==> src/hw/rtl/fge_pkg.sv <==
// Shared types, character codes and the 5x7 font for the glyph square expander.
// Depends on nothing; every other file of the block refers to it by scoped names.
package fge_pkg;

	localparam int unsigned DOTS = 35;   // 5 columns of 7 rows
	localparam int unsigned ROWS = 7;
	localparam int unsigned PCT_DOTS = 9;

	localparam logic [7:0] CHAR_PERCENT = 8'h25;
	localparam logic [7:0] CHAR_PLUS    = 8'h2B;
	localparam logic [7:0] CHAR_MINUS   = 8'h2D;
	localparam logic [7:0] CHAR_PERIOD  = 8'h2E;
	localparam logic [7:0] CHAR_SLASH   = 8'h2F;
	localparam logic [7:0] CHAR_ZERO    = 8'h30;
	localparam logic [7:0] CHAR_NINE    = 8'h39;
	localparam logic [7:0] CHAR_COLON   = 8'h3A;
	localparam logic [7:0] CHAR_LESS    = 8'h3C;
	localparam logic [7:0] CHAR_GREATER = 8'h3E;
	localparam logic [7:0] CHAR_QUEST   = 8'h3F;
	localparam logic [7:0] CHAR_EXCLAIM = 8'h21;
	localparam logic [7:0] CHAR_UPPER_A = 8'h41;
	localparam logic [7:0] CHAR_UPPER_Z = 8'h5A;
	localparam logic [7:0] CHAR_LOWER_A = 8'h61;
	localparam logic [7:0] CHAR_LOWER_Z = 8'h7A;

	typedef enum logic [1:0] {
		ST_IDLE,
		ST_LOOK,
		ST_SCAN
	} state_t;

	typedef struct packed {
		logic load;
		logic lookup;
		logic step;
	} ctrl_cmd_t;

	typedef struct packed {
		logic empty;
		logic done;
	} dp_stat_t;

	typedef struct packed {
		logic            valid;
		logic [DOTS-1:0] dots;
	} glyph_t;

	typedef struct packed {
		logic [2:0] col;
		logic [2:0] row;
	} dot_pos_t;

	// Column bytes are listed column 0 first; bit r of a byte is row r.
	function automatic logic [39:0] fge_digit(input logic [3:0] idx);
		logic [39:0] g;
		case (idx)
			4'd0: g = {8'h3E, 8'h51, 8'h49, 8'h45, 8'h3E};
			4'd1: g = {8'h00, 8'h42, 8'h7F, 8'h40, 8'h00};
			4'd2: g = {8'h42, 8'h61, 8'h51, 8'h49, 8'h46};
			4'd3: g = {8'h21, 8'h41, 8'h45, 8'h4B, 8'h31};
			4'd4: g = {8'h18, 8'h14, 8'h12, 8'h7F, 8'h10};
			4'd5: g = {8'h27, 8'h45, 8'h45, 8'h45, 8'h39};
			4'd6: g = {8'h3C, 8'h4A, 8'h49, 8'h49, 8'h30};
			4'd7: g = {8'h01, 8'h71, 8'h09, 8'h05, 8'h03};
			4'd8: g = {8'h36, 8'h49, 8'h49, 8'h49, 8'h36};
			4'd9: g = {8'h06, 8'h49, 8'h49, 8'h29, 8'h1E};
			default: g = '0;
		endcase
		return g;
	endfunction

	function automatic logic [39:0] fge_letter(input logic [4:0] idx);
		logic [39:0] g;
		case (idx)
			5'd0:  g = {8'h7E, 8'h11, 8'h11, 8'h11, 8'h7E};
			5'd1:  g = {8'h7F, 8'h49, 8'h49, 8'h49, 8'h36};
			5'd2:  g = {8'h3E, 8'h41, 8'h41, 8'h41, 8'h22};
			5'd3:  g = {8'h7F, 8'h41, 8'h41, 8'h22, 8'h1C};
			5'd4:  g = {8'h7F, 8'h49, 8'h49, 8'h49, 8'h41};
			5'd5:  g = {8'h7F, 8'h09, 8'h09, 8'h09, 8'h01};
			5'd6:  g = {8'h3E, 8'h41, 8'h49, 8'h49, 8'h7A};
			5'd7:  g = {8'h7F, 8'h08, 8'h08, 8'h08, 8'h7F};
			5'd8:  g = {8'h00, 8'h41, 8'h7F, 8'h41, 8'h00};
			5'd9:  g = {8'h20, 8'h40, 8'h41, 8'h3F, 8'h01};
			5'd10: g = {8'h7F, 8'h08, 8'h14, 8'h22, 8'h41};
			5'd11: g = {8'h7F, 8'h40, 8'h40, 8'h40, 8'h40};
			5'd12: g = {8'h7F, 8'h02, 8'h0C, 8'h02, 8'h7F};
			5'd13: g = {8'h7F, 8'h04, 8'h08, 8'h10, 8'h7F};
			5'd14: g = {8'h3E, 8'h41, 8'h41, 8'h41, 8'h3E};
			5'd15: g = {8'h7F, 8'h09, 8'h09, 8'h09, 8'h06};
			5'd16: g = {8'h3E, 8'h41, 8'h51, 8'h21, 8'h5E};
			5'd17: g = {8'h7F, 8'h09, 8'h19, 8'h29, 8'h46};
			5'd18: g = {8'h46, 8'h49, 8'h49, 8'h49, 8'h31};
			5'd19: g = {8'h01, 8'h01, 8'h7F, 8'h01, 8'h01};
			5'd20: g = {8'h3F, 8'h40, 8'h40, 8'h40, 8'h3F};
			5'd21: g = {8'h1F, 8'h20, 8'h40, 8'h20, 8'h1F};
			5'd22: g = {8'h3F, 8'h40, 8'h38, 8'h40, 8'h3F};
			5'd23: g = {8'h63, 8'h14, 8'h08, 8'h14, 8'h63};
			5'd24: g = {8'h07, 8'h08, 8'h70, 8'h08, 8'h07};
			5'd25: g = {8'h61, 8'h51, 8'h49, 8'h45, 8'h43};
			default: g = '0;
		endcase
		return g;
	endfunction

	// Font lookup: valid is low for space, percent and every unmapped code.
	function automatic glyph_t fge_glyph(input logic [7:0] code);
		glyph_t      r;
		logic [39:0] g;
		logic        v;
		v = 1'b1;
		g = '0;
		if (code >= CHAR_ZERO && code <= CHAR_NINE) begin
			g = fge_digit(4'(code - CHAR_ZERO));
		end else if (code >= CHAR_UPPER_A && code <= CHAR_UPPER_Z) begin
			g = fge_letter(5'(code - CHAR_UPPER_A));
		end else if (code >= CHAR_LOWER_A && code <= CHAR_LOWER_Z) begin
			g = fge_letter(5'(code - CHAR_LOWER_A));
		end else begin
			case (code)
				CHAR_PERIOD:  g = {8'h00, 8'h60, 8'h60, 8'h00, 8'h00};
				CHAR_MINUS:   g = {8'h08, 8'h08, 8'h08, 8'h08, 8'h08};
				CHAR_COLON:   g = {8'h00, 8'h36, 8'h36, 8'h00, 8'h00};
				CHAR_EXCLAIM: g = {8'h00, 8'h00, 8'h5F, 8'h00, 8'h00};
				CHAR_QUEST:   g = {8'h02, 8'h01, 8'h51, 8'h09, 8'h06};
				CHAR_SLASH:   g = {8'h20, 8'h10, 8'h08, 8'h04, 8'h02};
				CHAR_PLUS:    g = {8'h08, 8'h08, 8'h3E, 8'h08, 8'h08};
				CHAR_LESS:    g = {8'h08, 8'h14, 8'h22, 8'h41, 8'h00};
				CHAR_GREATER: g = {8'h00, 8'h41, 8'h22, 8'h14, 8'h08};
				default:      v = 1'b0;
			endcase
		end
		r.valid = v;
		// Pack column-major so that bit col*7+row is the dot at (col, row).
		for (int c = 0; c < 5; c++) begin
			r.dots[c*ROWS +: ROWS] = g[(4-c)*8 +: ROWS];
		end
		return r;
	endfunction

	// Dot order of the percent sign: two corner dots, then the diagonal.
	function automatic dot_pos_t fge_pct_dot(input logic [3:0] idx);
		dot_pos_t p;
		case (idx)
			4'd0: p = '{col: 3'd0, row: 3'd0};
			4'd1: p = '{col: 3'd4, row: 3'd6};
			4'd2: p = '{col: 3'd4, row: 3'd0};
			4'd3: p = '{col: 3'd4, row: 3'd1};
			4'd4: p = '{col: 3'd3, row: 3'd2};
			4'd5: p = '{col: 3'd2, row: 3'd3};
			4'd6: p = '{col: 3'd2, row: 3'd4};
			4'd7: p = '{col: 3'd1, row: 3'd5};
			4'd8: p = '{col: 3'd0, row: 3'd6};
			default: p = '{col: 3'd0, row: 3'd0};
		endcase
		return p;
	endfunction

endpackage

==> src/hw/rtl/font_glyph_square_expander.sv <==
// Top level of the 5x7 font glyph square expander.
// Depends on fge_pkg, fge_ctrl and fge_datapath.
//
//   channel   handshake             payload
//   --------  --------------------  ---------------------------------------------
//   command   start / busy          char_code, origin_x, origin_y, colour, scale
//   squares   square_valid strobe   square_x, square_y, square_side,
//                                   square_colour, last_square
//
// A command word is taken at a rising edge with start high and busy low and is
// captured at that same edge. The block then stays busy through the font lookup
// and walks the dot shift register at one dot per cycle, through the last lit
// dot of a font glyph or the nine dots of the percent sign. An empty item (zero
// scale, or an unmapped code) goes back to idle from the lookup state. No new
// word is accepted until the scan of the last one is through.
// Each square appears for one cycle, in the cycle after its dot is scanned; the
// receiver cannot stall, so nothing waits on it. The next command may already
// be accepted while the final square of the previous one is on the ports.
// Reset is asynchronous and active low; it clears the state machine and the
// strobe, so no square is shown until a command arrives.
module font_glyph_square_expander (
	input  logic               clk,
	input  logic               arst_n,
	input  logic               start,
	output logic               busy,
	input  logic [7:0]         char_code,
	input  logic signed [11:0] origin_x,
	input  logic signed [11:0] origin_y,
	input  logic [15:0]        colour,
	input  logic [3:0]         scale,
	output logic               square_valid,
	output logic signed [12:0] square_x,
	output logic signed [12:0] square_y,
	output logic [3:0]         square_side,
	output logic [15:0]        square_colour,
	output logic               last_square
);

	// Commands go from the controller to the datapath; status comes back.
	fge_pkg::ctrl_cmd_t cmd;
	fge_pkg::dp_stat_t  stat;

	fge_ctrl u_ctrl (
		.clk    (clk),
		.arst_n (arst_n),
		.start  (start),
		.stat   (stat),
		.cmd    (cmd),
		.busy   (busy)
	);

	// The datapath also owns the result register, so squares leave the block
	// straight from flip-flops.
	fge_datapath u_datapath (
		.clk           (clk),
		.arst_n        (arst_n),
		.cmd           (cmd),
		.stat          (stat),
		.char_code     (char_code),
		.origin_x      (origin_x),
		.origin_y      (origin_y),
		.colour        (colour),
		.scale         (scale),
		.square_valid  (square_valid),
		.square_x      (square_x),
		.square_y      (square_y),
		.square_side   (square_side),
		.square_colour (square_colour),
		.last_square   (last_square)
	);

endmodule

==> src/hw/rtl/fge_ctrl.sv <==
// Controller state machine of the glyph square expander.
// Depends on fge_pkg for the state, command and status types.
module fge_ctrl (
	input  logic               clk,
	input  logic               arst_n,
	input  logic               start,
	input  fge_pkg::dp_stat_t  stat,
	output fge_pkg::ctrl_cmd_t cmd,
	output logic               busy
);

	fge_pkg::state_t state_q, state_d;

	always_ff @(posedge clk or negedge arst_n) begin
		if (!arst_n) begin
			state_q <= fge_pkg::ST_IDLE;
		end else begin
			state_q <= state_d;
		end
	end

	always_comb begin
		state_d = state_q;
		cmd     = '0;
		busy    = 1'b1;
		case (state_q)
			fge_pkg::ST_IDLE: begin
				busy = 1'b0;
				if (start) begin
					cmd.load = 1'b1;
					state_d  = fge_pkg::ST_LOOK;
				end
			end
			fge_pkg::ST_LOOK: begin
				cmd.lookup = 1'b1;
				state_d    = stat.empty ? fge_pkg::ST_IDLE : fge_pkg::ST_SCAN;
			end
			fge_pkg::ST_SCAN: begin
				cmd.step = 1'b1;
				if (stat.done) begin
					state_d = fge_pkg::ST_IDLE;
				end
			end
			default: begin
				state_d = fge_pkg::ST_IDLE;
			end
		endcase
	end

endmodule

==> src/hw/rtl/fge_datapath.sv <==
// Datapath of the glyph square expander: captured word, dot shift register,
// dot position counters, coordinate arithmetic and the result register.
// Depends on fge_pkg for the font, the percent dot table and the shared types.
module fge_datapath (
	input  logic                clk,
	input  logic                arst_n,
	input  fge_pkg::ctrl_cmd_t  cmd,
	output fge_pkg::dp_stat_t   stat,
	input  logic [7:0]          char_code,
	input  logic signed [11:0]  origin_x,
	input  logic signed [11:0]  origin_y,
	input  logic [15:0]         colour,
	input  logic [3:0]          scale,
	output logic                square_valid,
	output logic signed [12:0]  square_x,
	output logic signed [12:0]  square_y,
	output logic [3:0]          square_side,
	output logic [15:0]         square_colour,
	output logic                last_square
);

	logic [7:0]                  char_q;
	logic signed [11:0]          ox_q, oy_q;
	logic [15:0]                 colour_q;
	logic [3:0]                  scale_q;
	logic [fge_pkg::DOTS-1:0]    bits_q;
	logic                        pct_q;
	logic [2:0]                  col_q, row_q;
	logic [3:0]                  idx_q;
	logic                        strobe_q;
	logic signed [12:0]          square_x_q, square_y_q;
	logic [3:0]                  square_side_q;
	logic [15:0]                 square_colour_q;
	logic                        last_square_q;

	fge_pkg::glyph_t   glyph;
	fge_pkg::dot_pos_t pct_pos;
	logic              is_pct;
	logic [2:0]        cur_col, cur_row;
	logic [6:0]        x_off, y_off;
	logic              remaining_zero;

	assign glyph   = fge_pkg::fge_glyph(char_q);
	assign is_pct  = (char_q == fge_pkg::CHAR_PERCENT);
	assign pct_pos = fge_pkg::fge_pct_dot(idx_q);

	assign stat.empty = (scale_q == 4'd0) || (!glyph.valid && !is_pct);
	assign remaining_zero = (bits_q[fge_pkg::DOTS-1:1] == '0);
	assign stat.done  = remaining_zero;

	assign cur_col = pct_q ? pct_pos.col : col_q;
	assign cur_row = pct_q ? pct_pos.row : row_q;
	assign x_off   = 7'(cur_col) * 7'(scale_q);
	assign y_off   = 7'(cur_row) * 7'(scale_q);

	always_ff @(posedge clk) begin
		if (cmd.load) begin
			char_q   <= char_code;
			ox_q     <= origin_x;
			oy_q     <= origin_y;
			colour_q <= colour;
			scale_q  <= scale;
		end
		if (cmd.lookup) begin
			pct_q  <= is_pct;
			bits_q <= is_pct ? fge_pkg::DOTS'({fge_pkg::PCT_DOTS{1'b1}}) : glyph.dots;
			col_q  <= '0;
			row_q  <= '0;
			idx_q  <= '0;
		end else if (cmd.step) begin
			bits_q <= bits_q >> 1;
			if (pct_q) begin
				idx_q <= idx_q + 4'd1;
			end else if (row_q == 3'(fge_pkg::ROWS - 1)) begin
				row_q <= '0;
				col_q <= col_q + 3'd1;
			end else begin
				row_q <= row_q + 3'd1;
			end
		end
		if (cmd.step) begin
			square_x_q      <= 13'(ox_q) + 13'(x_off);
			square_y_q      <= 13'(oy_q) + 13'(y_off);
			square_side_q   <= scale_q;
			square_colour_q <= colour_q;
			last_square_q   <= remaining_zero;
		end
	end

	// Only the strobe needs a reset; the payload is qualified by it.
	always_ff @(posedge clk or negedge arst_n) begin
		if (!arst_n) begin
			strobe_q <= 1'b0;
		end else begin
			strobe_q <= cmd.step && bits_q[0];
		end
	end

	assign square_valid  = strobe_q;
	assign square_x      = square_x_q;
	assign square_y      = square_y_q;
	assign square_side   = square_side_q;
	assign square_colour = square_colour_q;
	assign last_square   = last_square_q;

endmodule

==> config.mk <==
export PLATFORM = sky130hd
export DESIGN_NAME = font_glyph_square_expander
export DESIGN_NICKNAME = d
export VERILOG_FILES = /design/src/hw/rtl/fge_pkg.sv /design/src/hw/rtl/font_glyph_square_expander.sv /design/src/hw/rtl/fge_ctrl.sv /design/src/hw/rtl/fge_datapath.sv
export SDC_FILE = /design/constraint.sdc
export NUM_CORES = 1
export LEC_CHECK = 0
export BUFFER_PORTS_ARGS = -buffer_cell sky130_fd_sc_hd__buf_2
export CAP_MARGIN = 20
export CORE_ASPECT_RATIO = 0.9
export CORE_MARGIN = 5
export CORE_UTILIZATION = 54
export CTS_BUF_LIST = sky130_fd_sc_hd__clkbuf_8
export CTS_CLUSTER_SIZE = 10
export DETAILED_ROUTE_END_ITERATION = 10
export GPL_ROUTABILITY_DRIVEN = 1
export PLACE_DENSITY = 0.74
export SYNTH_ARGS = -nofsm -noshare
export SYNTH_HDL_FRONTEND = slang
export SYNTH_HIERARCHICAL = 1
export SYNTH_SLANG_ARGS = --single-unit
==> constraint.sdc <==
create_clock -name clk -period 10.1 [get_ports clk]
set_input_delay 3.03 -clock clk [delete_from_list [all_inputs] [get_ports clk]]
set_output_delay 3.03 -clock clk [all_outputs]
set_load 0.05 [all_outputs]
==> flow_summary.ini <==
[clock_tree]
postCtsSetupRepairBufs = 0
clockBufferDepth = 2
ctsResizeCount = 0
clock-root-buffer = clkbuf_8
cts_tree = yes
path_clk_slew_ns = 0.11
cts_made_buffers = 17
postCtsHoldBufs = 0
cts_sinks = 185
clk_latency_ns = 0.48
h-tree-depth = 4

[floorplan]
ios = 104
die_w_um = 154
die_h_um = 139
core_area_um2 = 18300
start_util_pct = 54.8
rows = 47
die_area_um2 = 21500

[grt]
antenna_found_initial = 0
grtUsageMet3_pct = 7.26
grt_util_met2_pct = 36.3
grt.total_usage_pct = 24.1
grt_pass1_vias = 7468
busiest_layer = met2
grt_overflow = 0
grt_pass1_wl_mm = 41.2
grt_max_degree = 58
globalRouteMet1Util_pct = 33.4

[route]
ant_nets = 0
viasPerCell = 6.24
routed_wl_mm = 26.2
drtIter0Drc = 1346
dr.pass1.iters = 6
drcViolationCount = 0
via_count = 7989
avgRoutedWirePerCell_um = 20.5

[timing]
rsz0062_at_grt = false
slew_headroom_pct = 22.1
final-setup-viol-count = 0
finalMaxSlewViolations = 0
fin_skew_ns = 0.0215
worstMarginPinSlew_ns = 1.15
fin_crit_sh_pct = 47.4
fin_crit_ns = 4.79
setup-tns-final_ns = 0
report.final.hold_viol_count = 0
setup_ws_ns = 5.31
whs_ns = 0.432
fmax_ghz = 0.209

[finish]
final_util_pct = 60.9
drive_gt1_share_pct = 17.3
nFillCells = 1507
n_antenna_cell = 0
nets = 1141
synthToLayoutAreaGrowth_pct = 11.2
finish.instance_area_um2 = 11200
stdcell_count = 1281

[logic_synthesis]
ys_seq_area_share_pct = 50.4
ys_top_cells_by_area = edfxtp_1 (40%), dfxtp_1 (9.4%), ha_1 (6.6%), a21oi_1 (2.9%), nand2_1 (2.8%)
synth_area_leader_cell = edfxtp_1
syn_area_per_cell_um2 = 10.6
yosys.area_share.simple_pct = 14.2
synthTopCellsByCount = edfxtp_1 (135), nand2_1 (74), nor2_1 (66)
yosys_warnings = 6
synth_area_um2 = 10100
synth-edff-count = 135
synthMuxAreaShare_pct = 2.41
syn_nets = 1064
synth-main-ff-cell = edfxtp_1
synthMostInstantiatedCell = edfxtp_1
synth-compound-area-share_pct = 17.5
synthArstFlopShare_pct = 1.62
synth_adder_area_share_pct = 8.59
synth_cells = 946
synth_top_area_share_pct = 40.3
yosysUniqueCellTypes = 83
synth-seq-cells = 185
synth_top_family_by_area = compound AO/OA/AOI/OAI gates
synth-xor-area-share_pct = 2.76

[power]
leakage_nw = 4.45
max-vdd-ir-drop_mv = 0.135
p_total_mw = 2.91
power_density_nw_per_um2 = 260

[setup_path]
worst-setup-path-type = in -> reg
worst_setup_path_start_kind = input pin
cp.required_ns = 10.47
cp_max_fo = 52
critPathArrivalTime_ns = 5.16
cp-end-kind = flip-flop

[placement]
dp_cells = 1248
dpl_cell_area_um2 = 10700
gp_congestion = 1.05
io_buffers = 103
pre_cts_slack_ns = 4.50
dp_hpwl_mm = 18.3

[outcome]
outcome = completed

[worst_hold_path]
hold_path_class = reg -> reg

[flow_run]
drv_cap = 0
## per-layer routing
metal  up-vias  routed length [um]
li1       3685                   -
met1      3748               10900
met2       465               11700
met3        91                2730
met4         0                 968
met5         -                   0
## logic make-up after synthesis
family | Yosys count
mux | 23
xor+xnor | 30
fa+ha+maj | 63
buf+inv | 99
compound gates | 261
simple gates | 285
flops | 185
## layout make-up
type | instances | area [um2] | share of cell area (%)
Clock buffer | 17 | 234 | 2.09
Multi-Input combinational cell | 662 | 4600 | 41.1
Clock inverter | 15 | 205 | 1.84
Timing Repair Buffer | 115 | 606 | 5.42
Sequential cell | 185 | 5070 | 45.4
Tap cell | 245 | 307 | 2.74
Inverter | 42 | 158 | 1.41
## cell usage in the layout (no fill, tap or decap), types with 15 or more instances in the layout
cell type	count
edfxtp_1	135
and2_1	17
nand2_1	74
nor2_1	65
xnor2_1	21
ha_1	53
buf_2	103
a21o_1	19
nor3_1	30
clkbuf_8	17
dfxtp_1	47
nand3_1	19
o21ai_0	54
a21oi_1	57
nor4_1	15
inv_1	40
## worst paths after layout
kind | start | cells past startpoint | slack [ns] | endpoint
max | start | 8 | 5.31 | flip-flop
min | u_datapath/colour_q[6] | 0 | 0.43 | u_datapath/square_colour[6]
max reg2reg | u_datapath/char_q[1] | 7 | 5.84 | u_datapath/bits_q[9]
min reg2reg | u_datapath/colour_q[6] | 0 | 0.43 | u_datapath/square_colour[6]
max in group asynchronous | arst_n | 1 | 7.66 | u_ctrl/state_q[1]
min in group asynchronous | arst_n | 1 | 2.34 | u_ctrl/state_q[0]
## critical path, stage by stage
cell     delay (ns)
buf_2          0.08
inv_1          0.06
nor2_4         0.30
buf_4          0.61
nand2_1        0.17
o21a_1         0.29
and3_1         0.27
or2_2          0.27
## where the power goes
| part | switching (mW) | internal (mW) |
|---|---|---|
| registers | 0.131 | 1.13 |
| logic | 0.785 | 0.346 |
| clock network | 0.319 | 0.198 |
Power figures use the tool's default switching activity.
